### src/rtl/rrsp_pkg.sv
package rrsp_pkg;

    localparam logic [7:0] CH_CR    = 8'd13;
    localparam logic [7:0] CH_LF    = 8'd10;
    localparam logic [7:0] CH_PLUS  = 8'h2B;
    localparam logic [7:0] CH_MINUS = 8'h2D;
    localparam logic [7:0] CH_COLON = 8'h3A;
    localparam logic [7:0] CH_DOLLAR = 8'h24;
    localparam logic [7:0] CH_STAR  = 8'h2A;
    localparam logic [7:0] CH_ZERO  = 8'h30;
    localparam logic [7:0] CH_NINE  = 8'h39;

    localparam logic [3:0] K_DATA       = 4'd0;
    localparam logic [3:0] K_STATUS_END = 4'd1;
    localparam logic [3:0] K_ERROR_END  = 4'd2;
    localparam logic [3:0] K_INTEGER    = 4'd3;
    localparam logic [3:0] K_BULK_HDR   = 4'd4;
    localparam logic [3:0] K_BULK_END   = 4'd5;
    localparam logic [3:0] K_NIL        = 4'd6;
    localparam logic [3:0] K_ARRAY_HDR  = 4'd7;
    localparam logic [3:0] K_DONE       = 4'd8;
    localparam logic [3:0] K_PROTO_ERR  = 4'd9;

    localparam logic [1:0] CAUSE_NONE = 2'd0;
    localparam logic [1:0] CAUSE_BAD  = 2'd1;
    localparam logic [1:0] CAUSE_DEEP = 2'd2;

    // what the back end does with the level stack before it emits the word's tokens
    typedef enum logic [1:0] {
        OP_NONE  = 2'd0,
        OP_ADV   = 2'd1,
        OP_PUSH  = 2'd2,
        OP_CLEAR = 2'd3
    } t_op;

    typedef struct packed {
        logic [3:0]  kind;
        logic [63:0] value;
        logic [7:0]  data;
        logic [1:0]  cause;
        logic        has_second;
        logic [7:0]  second_data;
        t_op         op;
    } t_entry;

    typedef struct packed {
        logic full;
        logic empty;
    } t_q_stat;

endpackage

### src/rtl/rrsp_fifo.sv
module rrsp_fifo import rrsp_pkg::*; (
    input  logic    i_clk,
    input  logic    i_rst_n,
    input  logic    i_push,
    input  t_entry  i_entry,
    input  logic    i_pop,
    output t_entry  o_entry,
    output t_q_stat o_stat
);

    t_entry     r_mem [2];
    logic       r_wp;
    logic       r_rp;
    logic [1:0] r_cnt;

    assign o_entry      = r_mem[r_rp];
    assign o_stat.full  = (r_cnt == 2'd2);
    assign o_stat.empty = (r_cnt == 2'd0);

    always_ff @(posedge i_clk) begin
        if (i_push) begin
            r_mem[r_wp] <= i_entry;
        end
    end

    always_ff @(posedge i_clk) begin
        if (!i_rst_n) begin
            r_wp  <= 1'b0;
            r_rp  <= 1'b0;
            r_cnt <= 2'd0;
        end else begin
            if (i_push) begin
                r_wp <= ~r_wp;
            end
            if (i_pop) begin
                r_rp <= ~r_rp;
            end
            r_cnt <= r_cnt + {1'b0, i_push} - {1'b0, i_pop};
        end
    end

endmodule

### src/rtl/rrsp_front.sv
module rrsp_front import rrsp_pkg::*; #(
    parameter int MAX_NEST = 8,
    parameter int LW = $clog2(MAX_NEST + 1)
) (
    input  logic          i_clk,
    input  logic          i_rst_n,
    input  logic [7:0]    i_stream_byte,
    input  logic          i_valid,
    output logic          o_ready,
    input  logic [LW-1:0] i_level,
    input  logic          i_back_idle,
    input  t_q_stat       i_q_stat,
    output logic          o_push,
    output t_entry        o_entry
);

    typedef enum logic [7:0] {
        P_TYPE   = 8'b0000_0001,
        P_LINE   = 8'b0000_0010,
        P_NSTART = 8'b0000_0100,
        P_NDIG   = 8'b0000_1000,
        P_NSKIP  = 8'b0001_0000,
        P_BDATA  = 8'b0010_0000,
        P_BCR    = 8'b0100_0000,
        P_BLF    = 8'b1000_0000
    } t_phase;

    localparam logic [2:0] IT_INVALID = 3'd0;
    localparam logic [2:0] IT_STATUS  = 3'd1;
    localparam logic [2:0] IT_ERROR   = 3'd2;
    localparam logic [2:0] IT_INTEGER = 3'd3;
    localparam logic [2:0] IT_BULK    = 3'd4;
    localparam logic [2:0] IT_ARRAY   = 3'd5;

    t_phase      r_phase, n_phase;
    logic [2:0]  r_item, n_item;
    logic [63:0] r_acc, n_acc;
    logic        r_neg, n_neg;
    logic [63:0] r_bulk, n_bulk;
    logic        r_pcr, n_pcr;

    logic        emit;
    t_entry      ent;
    t_phase      eff;
    logic        do_num;
    logic [63:0] v;
    logic [31:0] c32;
    logic [63:0] bulk_dec;
    logic        accept;

    // a type byte reads the level pointer, so the back end must have settled
    assign o_ready = !i_q_stat.full && ((r_phase != P_TYPE) || i_back_idle);
    assign accept  = i_valid && o_ready;
    assign o_push  = accept && emit;
    assign o_entry = ent;

    assign v        = r_neg ? (64'd0 - r_acc) : r_acc;
    assign c32      = v[31:0];
    assign bulk_dec = r_bulk - 64'd1;

    always_comb begin
        n_phase = r_phase;
        n_item  = r_item;
        n_acc   = r_acc;
        n_neg   = r_neg;
        n_bulk  = r_bulk;
        n_pcr   = r_pcr;
        emit    = 1'b0;
        ent     = '0;
        eff     = r_phase;
        do_num  = 1'b0;
        unique case (r_phase)
            P_TYPE: begin
                n_item = IT_INVALID;
                n_acc  = '0;
                n_neg  = 1'b0;
                n_pcr  = 1'b0;
                case (i_stream_byte)
                    CH_PLUS: begin
                        n_item  = IT_STATUS;
                        n_phase = P_LINE;
                    end
                    CH_MINUS: begin
                        n_item  = IT_ERROR;
                        n_phase = P_LINE;
                    end
                    CH_COLON: begin
                        n_item  = IT_INTEGER;
                        n_phase = P_NSTART;
                    end
                    CH_DOLLAR: begin
                        n_item  = IT_BULK;
                        n_phase = P_NSTART;
                    end
                    CH_STAR: begin
                        if (i_level >= LW'(MAX_NEST)) begin
                            emit      = 1'b1;
                            ent.kind  = K_PROTO_ERR;
                            ent.cause = CAUSE_DEEP;
                            ent.op    = OP_CLEAR;
                            n_bulk    = '0;
                        end else begin
                            n_item  = IT_ARRAY;
                            n_phase = P_NSTART;
                        end
                    end
                    default: begin
                        emit      = 1'b1;
                        ent.kind  = K_PROTO_ERR;
                        ent.cause = CAUSE_BAD;
                        ent.op    = OP_CLEAR;
                        n_bulk    = '0;
                    end
                endcase
            end
            P_LINE: begin
                if (r_pcr && i_stream_byte == CH_LF) begin
                    emit     = 1'b1;
                    ent.kind = (r_item == IT_ERROR) ? K_ERROR_END : K_STATUS_END;
                    ent.op   = OP_ADV;
                    n_phase  = P_TYPE;
                    n_item   = IT_INVALID;
                    n_acc    = '0;
                    n_neg    = 1'b0;
                    n_pcr    = 1'b0;
                end else if (r_pcr) begin
                    // lone cr passes as data, then this word is handled
                    emit     = 1'b1;
                    ent.kind = K_DATA;
                    ent.data = CH_CR;
                    if (i_stream_byte == CH_CR) begin
                        n_pcr = 1'b1;
                    end else begin
                        n_pcr           = 1'b0;
                        ent.has_second  = 1'b1;
                        ent.second_data = i_stream_byte;
                    end
                end else if (i_stream_byte == CH_CR) begin
                    n_pcr = 1'b1;
                end else begin
                    emit     = 1'b1;
                    ent.kind = K_DATA;
                    ent.data = i_stream_byte;
                end
            end
            P_NSTART, P_NDIG, P_NSKIP: begin
                do_num = 1'b1;
                if (r_pcr && i_stream_byte == CH_LF) begin
                    do_num = 1'b0;
                    emit   = 1'b1;
                    n_phase = P_TYPE;
                    n_item  = IT_INVALID;
                    n_acc   = '0;
                    n_neg   = 1'b0;
                    n_pcr   = 1'b0;
                    if (r_item == IT_INTEGER) begin
                        ent.kind  = K_INTEGER;
                        ent.value = v;
                        ent.op    = OP_ADV;
                    end else if (r_item == IT_BULK) begin
                        ent.value = v;
                        if (v[63]) begin
                            ent.kind = K_NIL;
                            ent.op   = OP_ADV;
                        end else begin
                            ent.kind = K_BULK_HDR;
                            ent.op   = OP_NONE;
                            n_item   = r_item;
                            n_acc    = r_acc;
                            n_neg    = r_neg;
                            n_bulk   = v;
                            n_phase  = (v == 64'd0) ? P_BCR : P_BDATA;
                        end
                    end else begin
                        ent.value = {{32{c32[31]}}, c32};
                        if (c32 == 32'hFFFF_FFFF) begin
                            ent.kind = K_NIL;
                            ent.op   = OP_ADV;
                        end else begin
                            ent.kind = K_ARRAY_HDR;
                            ent.op   = (c32 != 32'd0 && !c32[31]) ? OP_PUSH : OP_ADV;
                        end
                    end
                end else if (r_pcr) begin
                    n_pcr   = 1'b0;
                    eff     = P_NSKIP;
                    n_phase = P_NSKIP;
                end
                if (do_num) begin
                    if (i_stream_byte == CH_CR) begin
                        n_pcr = 1'b1;
                    end else if (eff == P_NSKIP) begin
                        n_phase = P_NSKIP;
                    end else if (i_stream_byte >= CH_ZERO && i_stream_byte <= CH_NINE) begin
                        n_acc   = (r_acc << 3) + (r_acc << 1)
                                + {56'd0, i_stream_byte - CH_ZERO};
                        n_phase = P_NDIG;
                    end else if (eff == P_NSTART &&
                                 (i_stream_byte == CH_MINUS || i_stream_byte == CH_PLUS)) begin
                        n_neg   = (i_stream_byte == CH_MINUS);
                        n_phase = P_NDIG;
                    end else begin
                        n_phase = P_NSKIP;
                    end
                end
            end
            P_BDATA: begin
                emit     = 1'b1;
                ent.kind = K_DATA;
                ent.data = i_stream_byte;
                n_bulk   = bulk_dec;
                if (bulk_dec == 64'd0) begin
                    n_phase = P_BCR;
                end
            end
            P_BCR: begin
                if (i_stream_byte == CH_CR) begin
                    n_phase = P_BLF;
                end else begin
                    emit      = 1'b1;
                    ent.kind  = K_PROTO_ERR;
                    ent.cause = CAUSE_BAD;
                    ent.op    = OP_CLEAR;
                    n_bulk    = '0;
                    n_phase   = P_TYPE;
                    n_item    = IT_INVALID;
                    n_acc     = '0;
                    n_neg     = 1'b0;
                    n_pcr     = 1'b0;
                end
            end
            P_BLF: begin
                emit    = 1'b1;
                n_phase = P_TYPE;
                n_item  = IT_INVALID;
                n_acc   = '0;
                n_neg   = 1'b0;
                n_pcr   = 1'b0;
                if (i_stream_byte == CH_LF) begin
                    ent.kind = K_BULK_END;
                    ent.op   = OP_ADV;
                end else begin
                    ent.kind  = K_PROTO_ERR;
                    ent.cause = CAUSE_BAD;
                    ent.op    = OP_CLEAR;
                    n_bulk    = '0;
                end
            end
            default: begin
                n_phase = P_TYPE;
                n_item  = IT_INVALID;
                n_acc   = '0;
                n_neg   = 1'b0;
                n_pcr   = 1'b0;
            end
        endcase
    end

    always_ff @(posedge i_clk) begin
        if (!i_rst_n) begin
            r_phase <= P_TYPE;
            r_item  <= IT_INVALID;
            r_acc   <= '0;
            r_neg   <= 1'b0;
            r_bulk  <= '0;
            r_pcr   <= 1'b0;
        end else if (accept) begin
            r_phase <= n_phase;
            r_item  <= n_item;
            r_acc   <= n_acc;
            r_neg   <= n_neg;
            r_bulk  <= n_bulk;
            r_pcr   <= n_pcr;
        end
    end

endmodule

### src/rtl/rrsp_back.sv
module rrsp_back import rrsp_pkg::*; #(
    parameter int MAX_NEST = 8,
    parameter int LW = $clog2(MAX_NEST + 1),
    parameter int SW = (MAX_NEST > 1) ? $clog2(MAX_NEST) : 1
) (
    input  logic               i_clk,
    input  logic               i_rst_n,
    input  t_entry             i_entry,
    input  t_q_stat            i_q_stat,
    output logic               o_pop,
    output logic               o_back_idle,
    output logic [LW-1:0]      o_level,
    output logic               o_valid,
    input  logic               i_ready,
    output logic [3:0]         o_token_kind,
    output logic signed [63:0] o_token_value,
    output logic [7:0]         o_data_byte,
    output logic [3:0]         o_nest_level,
    output logic [1:0]         o_error_cause,
    output logic               o_last_of_run
);

    typedef enum logic [4:0] {
        B_IDLE = 5'b00001,
        B_WALK = 5'b00010,
        B_TOK0 = 5'b00100,
        B_TOK1 = 5'b01000,
        B_DONE = 5'b10000
    } t_bstate;

    t_bstate       r_state, n_state;
    t_entry        r_ent;
    logic [LW-1:0] r_lp, n_lp;
    logic [LW-1:0] r_lvl;
    logic          r_done, n_done;
    logic [31:0]   r_stack [MAX_NEST];

    logic          out_free;
    logic [LW-1:0] top_lp;
    logic [31:0]   rem;
    logic          stack_we;
    logic [SW-1:0] stack_idx;
    logic [31:0]   stack_wd;
    logic          emit;
    logic [3:0]    e_kind;
    logic [63:0]   e_value;
    logic [7:0]    e_data;
    logic [3:0]    e_level;
    logic [1:0]    e_cause;
    logic          e_last;

    logic          r_ovalid;
    logic [3:0]    r_okind;
    logic [63:0]   r_ovalue;
    logic [7:0]    r_odata;
    logic [3:0]    r_olevel;
    logic [1:0]    r_ocause;
    logic          r_olast;

    assign out_free    = !r_ovalid || i_ready;
    assign o_pop       = (r_state == B_IDLE) && !i_q_stat.empty;
    assign o_back_idle = (r_state == B_IDLE) && i_q_stat.empty;
    assign o_level     = r_lp;
    assign top_lp      = r_lp - LW'(1);
    assign rem         = r_stack[top_lp[SW-1:0]] - 32'd1;

    always_comb begin
        n_state   = r_state;
        n_lp      = r_lp;
        n_done    = r_done;
        stack_we  = 1'b0;
        stack_idx = r_lp[SW-1:0];
        stack_wd  = i_entry.value[31:0];
        emit      = 1'b0;
        e_kind    = r_ent.kind;
        e_value   = r_ent.value;
        e_data    = r_ent.data;
        e_level   = (r_ent.kind == K_PROTO_ERR) ? 4'd0 : 4'(r_lvl);
        e_cause   = r_ent.cause;
        e_last    = !r_ent.has_second && !r_done;
        unique case (r_state)
            B_IDLE: begin
                if (o_pop) begin
                    n_done  = 1'b0;
                    n_state = B_TOK0;
                    unique case (i_entry.op)
                        OP_CLEAR: n_lp = '0;
                        OP_PUSH: begin
                            stack_we = 1'b1;
                            n_lp     = r_lp + LW'(1);
                        end
                        OP_ADV: begin
                            if (r_lp == '0) begin
                                n_done = 1'b1;
                            end else begin
                                n_state = B_WALK;
                            end
                        end
                        default: n_state = B_TOK0;
                    endcase
                end
            end
            B_WALK: begin
                // one level per cycle; a level that runs out closes its array
                stack_we  = 1'b1;
                stack_idx = top_lp[SW-1:0];
                stack_wd  = rem;
                if (rem != 32'd0) begin
                    n_state = B_TOK0;
                end else begin
                    n_lp = top_lp;
                    if (top_lp == '0) begin
                        n_done  = 1'b1;
                        n_state = B_TOK0;
                    end
                end
            end
            B_TOK0: begin
                if (out_free) begin
                    emit = 1'b1;
                    if (r_ent.has_second) begin
                        n_state = B_TOK1;
                    end else if (r_done) begin
                        n_state = B_DONE;
                    end else begin
                        n_state = B_IDLE;
                    end
                end
            end
            B_TOK1: begin
                e_kind  = K_DATA;
                e_value = '0;
                e_data  = r_ent.second_data;
                e_cause = CAUSE_NONE;
                e_last  = !r_done;
                if (out_free) begin
                    emit    = 1'b1;
                    n_state = r_done ? B_DONE : B_IDLE;
                end
            end
            B_DONE: begin
                e_kind  = K_DONE;
                e_value = '0;
                e_data  = '0;
                e_level = 4'd0;
                e_cause = CAUSE_NONE;
                e_last  = 1'b1;
                if (out_free) begin
                    emit    = 1'b1;
                    n_state = B_IDLE;
                end
            end
            default: n_state = B_IDLE;
        endcase
    end

    always_ff @(posedge i_clk) begin
        if (stack_we) begin
            r_stack[stack_idx] <= stack_wd;
        end
        if (o_pop) begin
            r_ent <= i_entry;
            r_lvl <= r_lp;
        end
        if (emit) begin
            r_okind  <= e_kind;
            r_ovalue <= e_value;
            r_odata  <= e_data;
            r_olevel <= e_level;
            r_ocause <= e_cause;
            r_olast  <= e_last;
        end
    end

    always_ff @(posedge i_clk) begin
        if (!i_rst_n) begin
            r_state  <= B_IDLE;
            r_lp     <= '0;
            r_done   <= 1'b0;
            r_ovalid <= 1'b0;
        end else begin
            r_state <= n_state;
            r_lp    <= n_lp;
            r_done  <= n_done;
            if (emit) begin
                r_ovalid <= 1'b1;
            end else if (i_ready) begin
                r_ovalid <= 1'b0;
            end
        end
    end

    assign o_valid       = r_ovalid;
    assign o_token_kind  = r_okind;
    assign o_token_value = r_ovalue;
    assign o_data_byte   = r_odata;
    assign o_nest_level  = r_olevel;
    assign o_error_cause = r_ocause;
    assign o_last_of_run = r_olast;

endmodule

### src/rtl/resp_reply_stream_parser_unit.sv
// channel   direction  handshake           payload
// input     in         i_valid / o_ready   i_stream_byte
// output    out        o_valid / i_ready   o_token_kind, o_token_value, o_data_byte,
//                                          o_nest_level, o_error_cause, o_last_of_run
//
// the front end takes one word per cycle into a two-entry queue when it is not full;
// a type word waits until the back end and the queue are empty, since it reads the level
// pointer; the back end takes an entry, checks the array levels when an item completes
// (up to MAX_NEST levels), and then emits the entry's tokens
// synchronous active-low reset clears control state; the level stack is not cleared
// either side may stall; the output register holds a token until it is taken
module resp_reply_stream_parser_unit import rrsp_pkg::*; #(
    parameter int MAX_NEST = 8
) (
    input  logic               i_clk,
    input  logic               i_rst_n,
    input  logic [7:0]         i_stream_byte,
    input  logic               i_valid,
    output logic               o_ready,
    output logic               o_valid,
    input  logic               i_ready,
    output logic [3:0]         o_token_kind,
    output logic signed [63:0] o_token_value,
    output logic [7:0]         o_data_byte,
    output logic [3:0]         o_nest_level,
    output logic [1:0]         o_error_cause,
    output logic               o_last_of_run
);

    localparam int LW = $clog2(MAX_NEST + 1);

    logic          q_push;
    logic          q_pop;
    t_entry        q_in;
    t_entry        q_out;
    t_q_stat       q_stat;
    logic          back_idle;
    logic [LW-1:0] level;

    rrsp_front #(
        .MAX_NEST (MAX_NEST),
        .LW       (LW)
    ) u_front (
        .i_clk         (i_clk),
        .i_rst_n       (i_rst_n),
        .i_stream_byte (i_stream_byte),
        .i_valid       (i_valid),
        .o_ready       (o_ready),
        .i_level       (level),
        .i_back_idle   (back_idle),
        .i_q_stat      (q_stat),
        .o_push        (q_push),
        .o_entry       (q_in)
    );

    rrsp_fifo u_fifo (
        .i_clk   (i_clk),
        .i_rst_n (i_rst_n),
        .i_push  (q_push),
        .i_entry (q_in),
        .i_pop   (q_pop),
        .o_entry (q_out),
        .o_stat  (q_stat)
    );

    rrsp_back #(
        .MAX_NEST (MAX_NEST),
        .LW       (LW)
    ) u_back (
        .i_clk         (i_clk),
        .i_rst_n       (i_rst_n),
        .i_entry       (q_out),
        .i_q_stat      (q_stat),
        .o_pop         (q_pop),
        .o_back_idle   (back_idle),
        .o_level       (level),
        .o_valid       (o_valid),
        .i_ready       (i_ready),
        .o_token_kind  (o_token_kind),
        .o_token_value (o_token_value),
        .o_data_byte   (o_data_byte),
        .o_nest_level  (o_nest_level),
        .o_error_cause (o_error_cause),
        .o_last_of_run (o_last_of_run)
    );

endmodule
### config.mk
export PLATFORM = sky130hd
export DESIGN_NAME = resp_reply_stream_parser_unit
export DESIGN_NICKNAME = d
export VERILOG_FILES = /design/src/rtl/rrsp_pkg.sv /design/src/rtl/rrsp_fifo.sv /design/src/rtl/rrsp_front.sv /design/src/rtl/rrsp_back.sv /design/src/rtl/resp_reply_stream_parser_unit.sv
export SDC_FILE = /design/constraint.sdc
export NUM_CORES = 2
export LEC_CHECK = 0
export BUFFER_PORTS_ARGS = -buffer_cell sky130_fd_sc_hd__buf_2
export CAP_MARGIN = 30
export CORE_MARGIN = 10
export CORE_UTILIZATION = 40
export CTS_BUF_LIST = sky130_fd_sc_hd__clkbuf_8
export DETAILED_ROUTE_END_ITERATION = 6
export PLACE_DENSITY_LB_ADDON = 0.15
export SYNTH_ARGS = -nofsm -noshare
export SYNTH_HDL_FRONTEND = slang
export SYNTH_SLANG_ARGS = --single-unit
### constraint.sdc
create_clock -name i_clk -period 8.4 [get_ports i_clk]
set_input_delay 0.42 -clock i_clk [delete_from_list [all_inputs] [get_ports i_clk]]
set_output_delay 0.42 -clock i_clk [all_outputs]
set_load 0.01 [all_outputs]
==> results.cfg <==
[setup_path]
slowest_delay_ps = 820
cp_top_family = multiplexers
critical-path-slowest-cell = ha_4
worst-path-buf-inv = 3
cp.required_ps = 9020
path_depth = 13
criticalPathCategory = reg -> reg
cp.arrival_ps = 6560
cp-start-kind = register
path_max_fanout = 71
crit_chain = inv_1, ha_4, buf_4, mux4_2, mux2i_1, nand3_1, or4_1, a2111oi_0, buf_4, nand3_1, o21ai_1, mux2i_1, a21oi_1
reg2reg_depth = 13
endpoint_kind = register

[die]
dieArea_mm2 = 0.111
die_x_um = 333
io_pins = 97
initial_core_util_pct = 40.5
fp.dieH_um = 333
core_mm2 = 0.0971
row_count = 114

[global_routing]
grt_max_degree = 79
antenna_found_initial = 2
grt_overflow = 0
grt_pass1_vias = 27631
grt_first_pass_wirelength_um = 174000
grt_usage_pct = 20.0

[synthesis]
synth_warnings = 0
synth-main-ff-cell = edfxtp_1
yosysSeqAreaShare_pct = 54.5
syn_nets = 3593
async_reset_ff_share_pct = 0
yosysUniqueCellTypes = 87
synth_edf_count = 608
synth_most_common_cell = edfxtp_1
synthTopCellsByArea = edfxtp_1 (46%), dfxtp_1 (8.0%), ha_1 (4.2%), mux4_2 (3.7%), nor2_1 (3.2%)
synth_seq_cells = 765
netlist_top_cells_count = edfxtp_1 (608), nor2_1 (332), nand2_1 (244), a21oi_1 (217), dfxtp_1 (157)
syn_avg_cell_area_um2 = 11.4
syn_inst = 3443
syn_area_mm2 = 0.0393
synth_top_area_share_pct = 46.5
yosysTopAreaCell = edfxtp_1

[drt]
postRouteAntennaNets = 0
routed_wl_um = 114000
drtIter0Drc = 2711
routed_via_density = 5.78
drc = 0
wl_per_cell_um = 23.1
via_count = 28475
drt_pre_antenna_iters = 5

[finish]
syn_to_final_growth_pct = 11.4
nNetsFinal = 3692
nFillCells = 9068
drive_gt1_share_pct = 15.0
area.sequential_mm2 = 0.0214
multiInputGateArea_mm2 = 0.0171

[cts]
cts_sinks = 765
htreeDepth = 4
cts_buffers = 136
cts_max_path_buffers = 3
post_cts_buffers = 0
clk_pin_slew_ps = 60
cts-root-buf = clkbuf_8
clk_latency_ps = 790
cts_tree = yes

[run]
maxCapViolCount = 0

[worst_hold_path]
holdPathStages = 2
hold_path.class = in -> reg

[sta]
slew_headroom_pct = 27.2
hold_slack_ps = 96.1
hold_viol_final = 0
drv_slew = 0
rsz0062_at_grt = false
finalCritPeriodShare_pct = 70.7
finClkSkew_ps = 43.7
setup_tns_ps = 0
finalCriticalPeriod_ps = 5940
setup_viol = 0
fmax_mhz = 168
worst_slew_pin_slew_ps = 1080

[place]
place_congestion = 0.916
io_buffers = 96
hpwlAfterDp_um = 78100

[power]
vdd_drop_max_mv = 0.253
powerDensity_mw_per_mm2 = 306
p_leak_nw = 16.2

[run_status]
status = completed
final timing paths:
kind,end,slack [ps],start
max reg2reg,u_back.o_level[3],2460,u_back.o_level[0]
min reg2reg,u_front.r_bulk[60],480,u_front.r_bulk[60]
min,u_fifo.r_mem[1][7],100,i_stream_byte[5]
max,u_back.o_level[3],2460,u_back.o_level[0]
placed cells by master (no fill, tap or decap), types with 19 or more instances in the layout:
| cell | n |
|---|---|
| nor2b_1 | 22 |
| nand3_1 | 64 |
| a22oi_1 | 45 |
| buf_4 | 50 |
| nand2b_1 | 26 |
| o21ai_1 | 75 |
| or4_1 | 22 |
| dfxtp_1 | 154 |
| a21o_1 | 39 |
| nand2_1 | 244 |
| o21ai_0 | 89 |
| clkbuf_8 | 145 |
| ha_1 | 131 |
| mux4_2 | 64 |
| xnor2_1 | 78 |
| a21oi_1 | 216 |
| o31ai_1 | 35 |
| buf_2 | 96 |
| edfxtp_1 | 608 |
| inv_1 | 96 |
| a211oi_1 | 43 |
| mux2i_1 | 41 |
| nor2_1 | 320 |
| mux2_2 | 93 |
| xor2_1 | 110 |
| nand4_1 | 42 |
| clkinv_2 | 20 |
| nor4_1 | 39 |
| o22ai_1 | 20 |
| clkinv_1 | 24 |
| and3_1 | 21 |
| and2_1 | 90 |
| a31oi_1 | 19 |
| nor3_1 | 135 |
| or3_1 | 36 |
through the flow:
stage                     cells  util [%]  instance area [um2]  power, mW  setup WS [ps]
after global routing       4924      45.1                43800       14.1           2080
after floorplan            3443         -                39300       8.74            909
final                      4925      45.1                43800       13.4           2460
after global placement     4678      42.4                41200       10.1           2670
after CTS                  4923      45.1                43800       13.5           2520
after detailed placement   4679      42.4                41200       10.1           2510
cell families (layout without fill, tap and decap cells):
| kind of cell | Yosys count | in the layout | synth area share [%] |
|---|---|---|---|
| DFF | 765 | 765 | 54.5 |
| AOI/OAI and AO/OA | 753 | 753 | 12.4 |
| xor gates and xnor gates | 190 | 190 | 4.25 |
| buffers and inverters | 249 | 453 | 2.56 |
| adders and majority gates | 138 | 138 | 4.51 |
| and+or+nand+nor | 1150 | 1150 | 14.5 |
| muxes | 198 | 198 | 7.38 |
| other | 0 | 2 | 0 |
cell type report:
cell class	count	share of cell area [%]
inverter	61	0.529
sequential	765	48.9
antenna	2	0.0114
timing repair buffer	149	2.05
multi-input combinational	2429	39.0
clock inverter	98	1.27
tap	1276	3.65
clock buffer	145	4.56
sequential cells by signal, indices dropped and copies added (netlist names), 2 cells and up, named ones only:
signal,cells
u_back.r_stack,256
u_fifo.r_mem,178
u_back.r_ent,87
u_back.o_token_value,64
u_front.r_acc,64
u_front.r_bulk,64
u_back.o_data_byte,8
u_front.r_phase,8
u_back.r_state,5
u_back.o_level,4
u_back.o_nest_level,4
u_back.o_token_kind,4
u_back.r_lvl,4
u_front.r_item,3
u_back.o_error_cause,2
u_fifo.r_cnt,2
metal layers:
| metal | share of wire, % | vias to the layer above | track usage, % |
|---|---|---|---|
| li1 | - | 13277 | - |
| met1 | 47 | 14108 | 29.0 |
| met2 | 44 | 930 | 29.7 |
| met3 | 6.8 | 160 | 4.14 |
| met4 | 2.1 | 0 | 5.76 |
| met5 | 0 | - | 0 |
where the power goes:
group	switching, mW	internal, mW
clock network	1.57	1.72
logic	2.98	1.53
registers	0.254	5.32
timing repair:
| item | 4_1_cts | 5_1_grt |
|---|---|---|
| hold buffers | 1 | 0 |
| resized for setup | 0 | 0 |
| endpoints found under the hold margin | 1 | 0 |
Note: power is estimated with default switching activity, not from simulation.
